File: src/rtl/swm_pkg.sv
// Shared types and constants for the sliding window median block.
package swm_pkg;

    localparam int SampleWidth = 32;
    localparam int CostWidth   = 43;
    localparam int SizeWidth   = 11;

    typedef enum logic [3:0] {
        ST_IDLE,
        ST_WRITE,
        ST_SCAN,
        ST_SHIFT,
        ST_CHECK,
        ST_MEDRD,
        ST_COST,
        ST_OUT,
        ST_FIND,
        ST_CLOSE
    } state_t;

    typedef struct packed {
        logic load;
        logic write_arrival;
        logic scan_start;
        logic scan_step;
        logic shift_step;
        logic med_read;
        logic cost_start;
        logic cost_step;
        logic out_load;
        logic find_start;
        logic find_step;
        logic close_step;
        logic fill_up;
    } cmd_t;

    typedef struct packed {
        logic scan_done;
        logic shift_done;
        logic full;
        logic cost_done;
        logic find_done;
        logic close_done;
    } status_t;

endpackage

File: src/rtl/swm_ctrl.sv
// Sequencer for insert, median and cost, and retire phases.
module swm_ctrl (
    input  logic             clk,
    input  logic             rst_n,
    input  logic             flush,
    input  logic             in_valid,
    output logic             in_ready,
    input  logic             out_busy,
    input  swm_pkg::status_t status,
    output swm_pkg::cmd_t    cmd
);
    swm_pkg::state_t state_reg, state_next;

    always_ff @(posedge clk or negedge rst_n)
    begin
        if (!rst_n)
        begin
            state_reg <= swm_pkg::ST_IDLE;
        end
        else if (flush)
        begin
            state_reg <= swm_pkg::ST_IDLE;
        end
        else
        begin
            state_reg <= state_next;
        end
    end

    always_comb
    begin
        state_next = state_reg;
        case (state_reg)
            swm_pkg::ST_IDLE:  if (in_valid) state_next = swm_pkg::ST_WRITE;
            swm_pkg::ST_WRITE: state_next = swm_pkg::ST_SCAN;
            swm_pkg::ST_SCAN:  if (status.scan_done) state_next = swm_pkg::ST_SHIFT;
            swm_pkg::ST_SHIFT: if (status.shift_done) state_next = swm_pkg::ST_CHECK;
            swm_pkg::ST_CHECK: state_next = status.full ? swm_pkg::ST_MEDRD
                                                        : swm_pkg::ST_IDLE;
            swm_pkg::ST_MEDRD: state_next = swm_pkg::ST_COST;
            swm_pkg::ST_COST:  if (status.cost_done) state_next = swm_pkg::ST_OUT;
            swm_pkg::ST_OUT:   if (!out_busy) state_next = swm_pkg::ST_FIND;
            swm_pkg::ST_FIND:  if (status.find_done) state_next = swm_pkg::ST_CLOSE;
            swm_pkg::ST_CLOSE: if (status.close_done) state_next = swm_pkg::ST_IDLE;
            default:           state_next = swm_pkg::ST_IDLE;
        endcase
    end

    always_comb
    begin
        cmd = '0;
        in_ready = 1'b0;
        case (state_reg)
            swm_pkg::ST_IDLE:
            begin
                in_ready = 1'b1;
                cmd.load = in_valid;
            end
            swm_pkg::ST_WRITE: begin cmd.write_arrival = 1'b1; cmd.scan_start = 1'b1; end
            swm_pkg::ST_SCAN:  cmd.scan_step = 1'b1;
            swm_pkg::ST_SHIFT:
            begin
                cmd.shift_step = 1'b1;
                cmd.fill_up = status.shift_done;
            end
            swm_pkg::ST_CHECK: ;
            swm_pkg::ST_MEDRD: begin cmd.med_read = 1'b1; cmd.cost_start = 1'b1; end
            swm_pkg::ST_COST:  cmd.cost_step = 1'b1;
            swm_pkg::ST_OUT:
            begin
                cmd.out_load = !out_busy;
                cmd.find_start = !out_busy;
            end
            swm_pkg::ST_FIND:  cmd.find_step = 1'b1;
            swm_pkg::ST_CLOSE: cmd.close_step = 1'b1;
            default: ;
        endcase
    end
endmodule

File: config.mk
export PLATFORM = sky130hd
export DESIGN_NAME = swm_ctrl
export DESIGN_NICKNAME = d
export VERILOG_FILES = /design/src/rtl/swm_pkg.sv /design/src/rtl/swm_ctrl.sv
export SDC_FILE = /design/constraint.sdc
export NUM_CORES = 1
export LEC_CHECK = 0
export ABC_AREA = 0
export BUFFER_PORTS_ARGS = -buffer_cell sky130_fd_sc_hd__buf_2
export CAP_MARGIN = 20
export CORE_AREA = 2 2 39 41
export CTS_CLUSTER_DIAMETER = 200
export DETAILED_ROUTE_END_ITERATION = 16
export DIE_AREA = 0 0 41 43
export PLACE_DENSITY_LB_ADDON = 0.1
export REMOVE_ABC_BUFFERS = 1
export SLEW_MARGIN = 40
export SYNTH_ARGS = -nofsm -noshare
export SYNTH_HDL_FRONTEND = slang
export SYNTH_SLANG_ARGS = --single-unit
File: constraint.sdc
create_clock -name clk -period 1.45 [get_ports clk]
set_clock_uncertainty 0.15 [all_clocks]
set_input_delay 0.0725 -clock clk [delete_from_list [all_inputs] [get_ports clk]]
set_output_delay 0.0725 -clock clk [all_outputs]
set_load 0.01 [all_outputs]
# Yosys cells after proc, flatten, opt, wreduce, memory -nomap -nowiden

Index checks and enable logic that the tools add are counted.

Register bits after elaboration: 4
Input port bits: 11
Logic and storage cells: 41

Equal/unequal tests: 16
Muxes and demuxes: 21
Reductions and logical operators: 3

Operators by type and width:

| kind                                                | number |
|---|---|
| one-hot mux 4 bit (10 select lines)                 | 1 |
| 2-to-1 mux 4 bit                                    | 8 |
| != test 3 bit, second input constant                | 7 |
| equality test 4 x 3 -> 1 bit, second input constant | 4 |
| equality test 4 x 2 -> 1 bit, second input constant | 2 |
| equality test 4 bit, second input constant          | 2 |
| 2-to-1 mux 1 bit                                    | 8 |
| AND reduction 7 bit                                 | 1 |
| 2-to-1 mux 2 bit                                    | 3 |
| equality test 4 x 1 -> 1 bit, second input constant | 1 |
| zero test 4 bit                                     | 1 |
| 2-to-1 mux 3 bit                                    | 1 |
| zero test 1 bit                                     | 1 |

# Logic depth before layout (Yosys ltp)

Gate-level depths: netlist of the first run.

Depth after elaboration: 3
Gate-level depth with buffers: 6
Gate-level depth less buffers: 4

# Worst setup path before layout of the first run

OpenSTA, ideal clock, no wires.

Path type: register to output
From: reg state_reg[1]
To: out cmd[11] (netlist bit)
Data arrival time: 1.380 ns
Data required time: 1.228 ns
Slack: -0.152 ns
Cell stages (with the launch flop): 6
Buffers on the path: 3
Path through: dfrtp_1 buf_2 clkbuf_1 nand2b_1 nor3_1 buf_4

RTL lines:

| element                | RTL line       | source |
|---|---|---|
| start, declared        | swm_ctrl.sv:12 | `swm_pkg::state_t state_reg, state_next;` |
| start signal, assigned | swm_ctrl.sv:18 | `state_reg <= swm_pkg::ST_IDLE;` |
| start signal, assigned | swm_ctrl.sv:22 | `state_reg <= swm_pkg::ST_IDLE;` |
| start signal, assigned | swm_ctrl.sv:26 | `state_reg <= state_next;` |
| end, declared          | swm_ctrl.sv:10 | `output swm_pkg::cmd_t cmd` |

==> run summary, run 1 <==
failing checks: negative setup slack
Tmin final: 1.63 ns
WL met3: 75 um
Row Count: 14
global-route wire length before repair: 2430 um
worst skew pair latency: 0.24 ns
PortBufs: 24
die height: 43 um
CTS Buffer Depth: 2
# fillers: 133
Crit path largest cell delay: 0.45 ns
Inserted Clock Buffers: 3
YS warnings: 0
vias: 630
Least-Margin Pin Slew: 0.227 ns
CP delay by family, top: flip-flops
total internal power: 0.773 mW
worst setup path startpoint: state_reg[1]
H-tree Lvls: 1
Starting Density: 32.2%
Post-Syn Instances: 63
final WL: 1650 um
Slew Viols, Final: 0
#FFs+latches synth: 4
CP endpoint kind: primary output
area of the mapped netlist: 445 sq um
leakage: 0.454 nW
drt drc: 0
Routed Antenna Nets: 0
pwr dens: 1370 mW/mm^2
Yosys cell types: 26
sw power: 0.536 mW
wl on met1: 688 um
critical path required time: 1.23 ns
vias in the first global route: 590
DR WL/cell: 13.1 um
Area Growth Syn to Fin: 115%
sequential fraction of the synthesis area: 22.5%
met2 wire length: 872 um
status: complete, but fails checks
die width: 41 um
DR top layer: met4
GRT Total Usage: 20.3%
Largest register FFs: 4
core area: 0.00138 sq mm
DP Worst Slack: -0.246 ns
final net count: 123
Setup WS post-layout: -0.177 ns
maximum VDD drop: 0.646 mV
First DRT Iteration DRCs: 4
layout cells sized above 1: 67.3%
CP Max Fanout: 6
total of max-cap violations: 0
Hold Vio Cnt, Final: 0
CTS tree: built
endpoints failing setup: 13
total iterations of the first detailed-routing run: 4
startpoint types: flip-flop
Post-DP HPWL: 982 um
Buf+Inv Stages, Crit Path: 2
Routability Congestion: 0.732
Top-Level Pins: 25
grt ovf: 0
period utilisation layout: 112%
fmax: 614 MHz
clock transition at the registers of the reported paths: 0.04 ns
Antenna diodes: 0
die area: 0.00176 sq mm
Clk pwr share: 10.9%
largest net degree at the start of global routing: 9
RSZ-0062 raised after global routing: yes
logic gate share of total power: 73.4%
Slew HR: 84.8%
Critical R2R Launch: state_reg[3]
post-DR vias/cell: 5.00
Setup CP Type: reg -> out
WP data arrival: 1.40 ns
Syn Area/Cell: 7.07 sq um
root buffer cell: clkbuf_4
Worst Hold Class: in -> async
initial antenna violation count: 0
Seq pwr share: 15.7%
critical-path cell list: buf_6, nor4_4, and2_1, buf_2
clock sinks: 4
slowest cell on the critical path: dfrtp_2
switch share: 40.9%
Final Core Density: 69.1%
==> cell usage in the layout (no fill, tap or decap), types with 2 or more instances in the layout <==
cell	instances
buf_2	20
buf_4	20
buf_6	10
nor2_1	5
nand2b_4	4
dfrtp_2	4
nor3_2	3
nor3_1	3
o21ai_1	3
nor3b_2	3
clkbuf_4	3
nor2_4	2
nor3_4	2
nand2_1	2
and2_1	2
inv_1	2
and3b_1	2
nand4_1	2
mux2i_1	2
a21oi_1	2
dlygate4sd3_1	2
==> synthesized netlist by cell type (all sizes together) <==
cell type | number | share of area, %
a311oi | 1 | 2.0
o21ai | 3 | 3.4
nor4 | 1 | 1.4
and2b | 1 | 1.7
nor3b | 4 | 6.7
nor2 | 7 | 5.9
dfrtp | 4 | 22
a21oi | 2 | 2.2
or3 | 1 | 1.4
nand4 | 2 | 2.8
nand3 | 1 | 1.1
nor3 | 8 | 9.0
o22ai | 1 | 1.4
buf | 5 | 7.3
clkbuf | 3 | 2.5
o21a | 1 | 1.7
and2 | 2 | 2.8
inv | 2 | 1.7
o211ai | 1 | 1.7
nand2b | 5 | 7.0
and3b | 2 | 3.9
o31a | 1 | 2.0
mux2i | 2 | 4.5
nand2 | 2 | 1.7
or2b | 1 | 1.7
==> power by group through the flow <==
stage / sequential [mW] / clock [mW] / combinational [mW]
after floorplan: 0.222 / 0 / 0.274
after global placement: 0.202 / 0 / 0.603
after detailed placement: 0.203 / 0 / 0.606
after CTS: 0.207 / 0.148 / 0.864
after global routing: 0.210 / 0.154 / 1.03
final: 0.205 / 0.143 / 0.961
==> worst paths after layout <==
| path | endpoint | slack (ns) | cells after the start |
|---|---|---|---|
| min in group clk | state_reg[3] | 0.12 | 5 |
| min reg2reg | state_reg[3] | 0.65 | 3 |
| min | state_reg[2] | 0.01 | 2 |
| max | cmd[12] | -0.18 | 4 |
| max in group asynchronous | state_reg[0] | 1.01 | 2 |
| max reg2reg | state_reg[2] | -0.18 | 5 |
==> per-stage QoR <==
| step | hold WS (ns) | setup TNS [ns] | cells | area (sq um) | power [mW] |
|---|---|---|---|---|---|
| after detailed placement | -0.268 | -0.897 | 111 | 662 | 0.809 |
| after floorplan | -0.373 | -0.861 | 55 | 402 | 0.496 |
| final | 0.0124 | -1.24 | 126 | 956 | 1.31 |
| after global placement | -0.271 | -0.754 | 111 | 662 | 0.804 |
| after global routing | 0.0484 | -1.95 | 126 | 956 | 1.40 |
| after CTS | 0.00938 | -1.03 | 125 | 882 | 1.22 |
==> worst reg2reg max path: stages, from the launching register on <==
cell      delay, ns
dfrtp_2        0.44
nand2b_4       0.17
or3_4          0.33
nand4_1        0.14
buf_4          0.14
mux2i_1        0.18
==> layout make-up <==
class / count / area, sq um / share of cell area, %
well taps: 16 / 20.0 / 2.09
multi-input cells: 49 / 418 / 43.7
flip-flops and latches: 4 / 105 / 11.0
clock buffers: 3 / 22.5 / 2.36
inverters: 2 / 7.51 / 0.785
repair buffers: 52 / 383 / 40.1
==> logic make-up after synthesis <==
family,count (synthesis),synth area share [%]
AND/OR/NAND/NOR,37,47.2
AO/OA/AOI/OAI,10,14.3
buffers and inverters,10,11.5
flip-flops,4,22.5
multiplexers,2,4.49
==> layer usage <==
layer / global-route usage, % / vias to the layer above
met5: 0 / -
met4: 11.3 / 0
met3: 3.14 / 2
met2: 32.8 / 22
met1: 23.7 / 292
li1: - / 314
==> timing repair <==
| item | in CTS | in global routing |
|---|---|---|
| pin swaps | 7 | 2 |
| hold buffers | 2 | 0 |
| setup endpoints to repair | 18 | 18 |
| resized for setup | 28 | 13 |
| setup buffers | 9 | 1 |
| hold endpoints to repair | 6 | 0 |
Power figures use the tool's default switching activity.
==> run 2: changes to the inputs <==
- CELL_PAD_IN_SITES_DETAIL_PLACEMENT: unset -> 1
- CELL_PAD_IN_SITES_GLOBAL_PLACEMENT: unset -> 2
- CORE_AREA: 2 2 39 41 -> unset
- CORE_ASPECT_RATIO: unset -> 1.5
- CORE_MARGIN: unset -> 2
- CORE_UTILIZATION: unset -> 18
- DIE_AREA: 0 0 41 43 -> unset
==> run summary, run 2 (synthesis results as in run 1) <==
die area: 0.00290 sq mm (+64%)
status: complete, but fails checks
vias in the first global route: 703 (+19%)
failing checks: negative setup slack
initial antenna violation count: 0 (unchanged)
CTS tree: built
WHS: 0.0211 ns (+0.00863 ns)
Inserted Clock Buffers: 3 (unchanged)
CP Max Fanout: 8 (+2)
Least-Margin Pin Slew: 0.212 ns (-0.0145 ns)
Antenna diodes: 0 (unchanged)
Hold Vio Cnt, Final: 0 (unchanged)
global-route wire length before repair: 2950 um (+21%)
vias: 640 (+1.6%)
critical path required time: 1.43 ns (+0.20 ns)
DR WL/cell: 13.3 um (+1.8%)
period utilisation layout: 112% (-0.52 points)
Routed Antenna Nets: 0 (unchanged)
total iterations of the first detailed-routing run: 2 (-2)
Fin Setup TNS: -1.62 ns (-0.388 ns)
WP data arrival: 1.60 ns (+0.20 ns)
total of max-cap violations: 0 (unchanged)
die width: 44.6 um (+8.8%)
fmax: 617 MHz (+0.47%)
RSZ-0062 raised after global routing: yes
GRT Total Usage: 13.6% (-6.7 points)
maximum VDD drop: 0.519 mV (-20%)
final net count: 124 (+0.81%)
clock sinks: 4 (unchanged)
startpoint types: flip-flop
post-DR vias/cell: 4.74 (-5.2%)
Tmin final: 1.62 ns (-0.00759 ns)
endpoints failing setup: 16 (+3)
drt drc: 0 (unchanged)
Top-Level Pins: 25 (unchanged)
placed inst area: 664 sq um (+0.38%)
Starting Density: 18.6% (-14 points)
CTS Buffer Depth: 2 (unchanged)
most frequent cells in the layout: 22 x buf_2, 15 x buf_4, 13 x buf_6, 5 x nor2_1
layout cells sized above 1: 66.7% (-0.61 points)
Post-DP HPWL: 1250 um (+27%)
grt ovf: 0 (unchanged)
worst skew pair latency: 0.24 ns (about the same)
clock transition at the registers of the reported paths: 0.04 ns (about the same)
Area Growth Syn to Fin: 122%
final WL: 1800 um (+9.0%)
Final Cell Area: 991 sq um (+3.7%)
PortBufs: 24 (unchanged)
largest net degree at the start of global routing: 9 (unchanged)
Slew Viols, Final: 0 (unchanged)
root buffer cell: clkbuf_4
leading cell type in the layout, fill and taps excluded: buf_2
pwr dens: 1380 mW/mm^2 (+0.45%)
Row Count: 22 (+8)
core area: 0.00239 sq mm (+73%)
die height: 64.9 um (+51%)
First DRT Iteration DRCs: 3 (-1)
Setup WS post-layout: -0.170 ns (+0.00759 ns)
CP endpoint kind: flip-flop
H-tree Lvls: 1 (unchanged)
Routability Congestion: 0.655 (-10%)
Worst Hold Class: in -> async
Largest register FFs: 4 (unchanged)
Slew HR: 85.8% (+0.99 points)
leakage: 0.477 nW (+5.1%)
Setup CP Type: reg -> reg
==> run 2: changes by cell type in the layout (fill, tap and decap cells not counted), sizes merged <==
cell  change
buf       +1
==> run 2: worst max-delay path, cell delays in order (launching register included) <==
cell and delay (ns):
dfrtp_2 0.45, nand2b_4 0.16, or3_4 0.36, and3b_1 0.19, a311oi_1 0.21
==> run 2: cell type report <==
type	instances	area [sq um]
multi-input combinational	49	417
inverter	2	7.51
tap	24	30.0
clock buffer	3	22.5
timing repair buffer	53	409
sequential	4	105
fill	288	1400
==> run 2: where the power goes <==
part           internal, mW  switching, mW  total [mW]
logic                 0.579          0.432        1.01
clock network        0.0927         0.0470       0.140
registers             0.146         0.0670       0.213
==> run 2: what timing repair did <==
item | CTS | global route
endpoints found under the setup margin | 18 | 18
hold endpoints to repair | 5 | 0
pin swaps | 6 | 5
hold buffers | 2 | 0
resized for setup | 36 | 9
buffers inserted | 12 | 2
cloned | 0 | 0
==> run 2: final timing paths <==
kind / end / startpoint / slack [ns] / cells past startpoint
setup reg to reg: state_reg[1] / state_reg[3] / -0.17 / 4
setup / recovery: state_reg[1] / state_reg[3] / -0.17 / 4
min in group clk: state_reg[1] / status[5] / 0.12 / 4
hold reg to reg: state_reg[1] / state_reg[0] / 0.58 / 2
hold / removal: state_reg[3] / rst_n / 0.02 / 2
max in group asynchronous: state_reg[2] / rst_n / 0.99 / 2
==> run 2: metrics by stage <==
stage	setup WS (ns)	cells	util (%)	power [mW]
global route	-0.248	135	41.4	1.47
detailed placement	-0.290	118	27.7	0.826
global placement	-0.218	118	27.7	0.825
finish	-0.170	135	41.4	1.36
floorplan	-0.248	55	-	0.496
CTS	-0.186	135	39.9	1.34
==> run 2: metal layers <==
metal | GRT usage (%) | routed length [um] | vias up
li1 | - | - | 316
met1 | 13.5 | 631 | 304
met2 | 26.8 | 1080 | 18
met3 | 0.836 | 71 | 2
met4 | 5.68 | 19 | 0
met5 | 0 | 0 | -
==> run 3: changes to the inputs <==
- CORE_UTILIZATION: 18 -> 20
- PLACE_DENSITY: unset -> 0.82
- PLACE_DENSITY_LB_ADDON: 0.1 -> unset
- clock period: 1.45 -> 1.7 ns (I/O delays scaled with it)
==> run summary, run 3 (synthesis results as in run 1) <==
endpoints failing setup: 0 (-16)
vias in the first global route: 569 (-19%)
Post-DP HPWL: 1150 um (-7.6%)
WP data arrival: 1.66 ns (+0.06 ns)
Setup CP Type: reg -> reg
Antenna diodes: 0 (unchanged)
maximum VDD drop: 0.317 mV (-39%)
core area: 0.00208 sq mm (-13%)
Tmin final: 1.68 ns (+0.0635 ns)
global-route wire length before repair: 2530 um (-14%)
startpoint types: flip-flop
Top-Level Pins: 25 (unchanged)
vias: 610 (-4.7%)
worst setup path startpoint: state_reg[3]
Largest register FFs: 4 (unchanged)
die area: 0.00263 sq mm (-9.3%)
final WL: 1730 um (-4.0%)
Post-Place Cells: 112 (-5.1%)
fmax: 594 MHz (-3.8%)
RSZ-0062 raised after global routing: yes
Slew Viols, Final: 0 (unchanged)
Inserted Clock Buffers: 3 (unchanged)
status: completed
Slew HR: 83.3% (-2.5 points)
CTS Buffer Depth: 2 (unchanged)
worst skew pair latency: 0.24 ns (about the same)
# fillers: 266 (-7.6%)
grt ovf: 0 (unchanged)
critical path required time: 1.68 ns (+0.25 ns)
PortBufs: 24 (unchanged)
die width: 42.5 um (-4.7%)
H-tree Lvls: 1 (unchanged)
leakage: 0.378 nW (-21%)
drt drc: 0 (unchanged)
Least-Margin Pin Slew: 0.250 ns (+0.0372 ns)
Worst Hold Class: in -> async
Critical R2R Launch: state_reg[3]
CP endpoint kind: flip-flop
clock transition at the registers of the reported paths: 0.04 ns (about the same)
final net count: 113 (-8.9%)
Row Count: 20 (-9.1%)
Layout Cells excl Fill: 122 (-9.6%)
pwr dens: 1180 mW/mm^2 (-14%)
initial antenna violation count: 0 (unchanged)
Area Growth Syn to Fin: 75.3%
CP Max Fanout: 8 (unchanged)
WHS: 0.0327 ns (+0.0117 ns)
period utilisation layout: 99.0% (-13 points)
total of max-cap violations: 0 (unchanged)
Worst Setup EP: state_reg[1]
total iterations of the first detailed-routing run: 3 (+1)
Hold Vio Cnt, Final: 0 (unchanged)
Routability Congestion: 0.816 (+24%)
Starting Density: 21.4% (+2.8 points)
clock sinks: 4 (unchanged)
die height: 61.8 um (-4.8%)
layout cells sized above 1: 55.0% (-12 points)
root buffer cell: clkbuf_4
Routed Antenna Nets: 0 (unchanged)
Reg2Reg Setup Slack: 0.02 ns (+0.19 ns)
largest net degree at the start of global routing: 12 (+3)
r2r endpoint: state_reg[1]
r2r worst-path depth: 6 (+2)
leading cell type in the layout, fill and taps excluded: buf_2
CTS tree: built
First DRT Iteration DRCs: 17 (+14)
most frequent cells in the layout: 25 x buf_2, 13 x buf_4, 6 x nor2_1, 5 x nor3_1
post-DR vias/cell: 5.00 (+5.5%)
GRT Total Usage: 13.1% (-0.45 points)
DR WL/cell: 14.2 um (+6.2%)
-- run 3: cell types whose count changed in the layout (fill, tap and decap cells not counted), sizes merged --
cell,change
buf,-11
-- run 3: how the worst min path moves through the flow --
| stage | start | end | slack [ns] | cells past startpoint |
|---|---|---|---|---|
| detailed placement | rst_n | state_reg[0] | -0.25 | 1 |
| global placement | rst_n | state_reg[0] | -0.25 | 1 |
| finish | rst_n | state_reg[3] | 0.03 | 2 |
| global route | rst_n | state_reg[3] | 0.04 | 2 |
| floorplan | rst_n | state_reg[0] | -0.36 | 0 |
| CTS | rst_n | state_reg[3] | 0.03 | 2 |
-- run 3: routing by layer --
layer	vias to the layer above	part of all wire, %	track usage [%]
met2	19	59	26.4
met1	293	37	12.4
met4	0	0.69	8.48
li1	296	-	-
met3	2	3.5	1.73
met5	-	0	0
-- run 3: report_power, final --
group / switching (mW) / internal, mW
Combinational: 0.317 / 0.320
Sequential: 0.0373 / 0.124
Clock: 0.0439 / 0.0793
Total: 0.398 / 0.523
-- run 3: critical path, cell delays in order (launching register included) --
cell and delay, ns:
dfrtp_2 0.42, buf_12 0.14, nor3b_1 0.21, o21ai_1 0.14
buf_4 0.16, buf_4 0.12, a311oi_1 0.23
-- run 3: timing repair --
action                                 4_1_cts  5_1_grt
hold buffers                                 2        0
buffers inserted                             1        4
endpoints found under the hold margin        5        0
gates resized for setup                      5       13
setup endpoints to repair                    9        9
pin swaps                                    0        5
-- run 3: layout make-up --
| class | instances | area (sq um) | share of cell area (%) |
|---|---|---|---|
| multi-input combinational | 49 | 344 | 44.1 |
| sequential | 4 | 105 | 13.5 |
| tap | 22 | 27.5 | 3.53 |
| clock buffer | 3 | 22.5 | 2.88 |
| inverter | 2 | 7.51 | 0.962 |
| timing repair buffer | 42 | 274 | 35.1 |
-- run 3: per-stage QoR --
stage                     utilization, %  setup TNS (ns)  setup WS (ns)  total power, mW  area, sq um
after floorplan                        -               0        0.00205            0.423          402
after global placement              30.4               0         0.0165            0.666          632
after detailed placement            30.4         -0.0343        -0.0228            0.675          632
after CTS                           33.8               0        0.00773            0.821          702
after global routing                37.6          -0.137        -0.0432            0.995          781
final                               37.6               0         0.0166            0.921          781
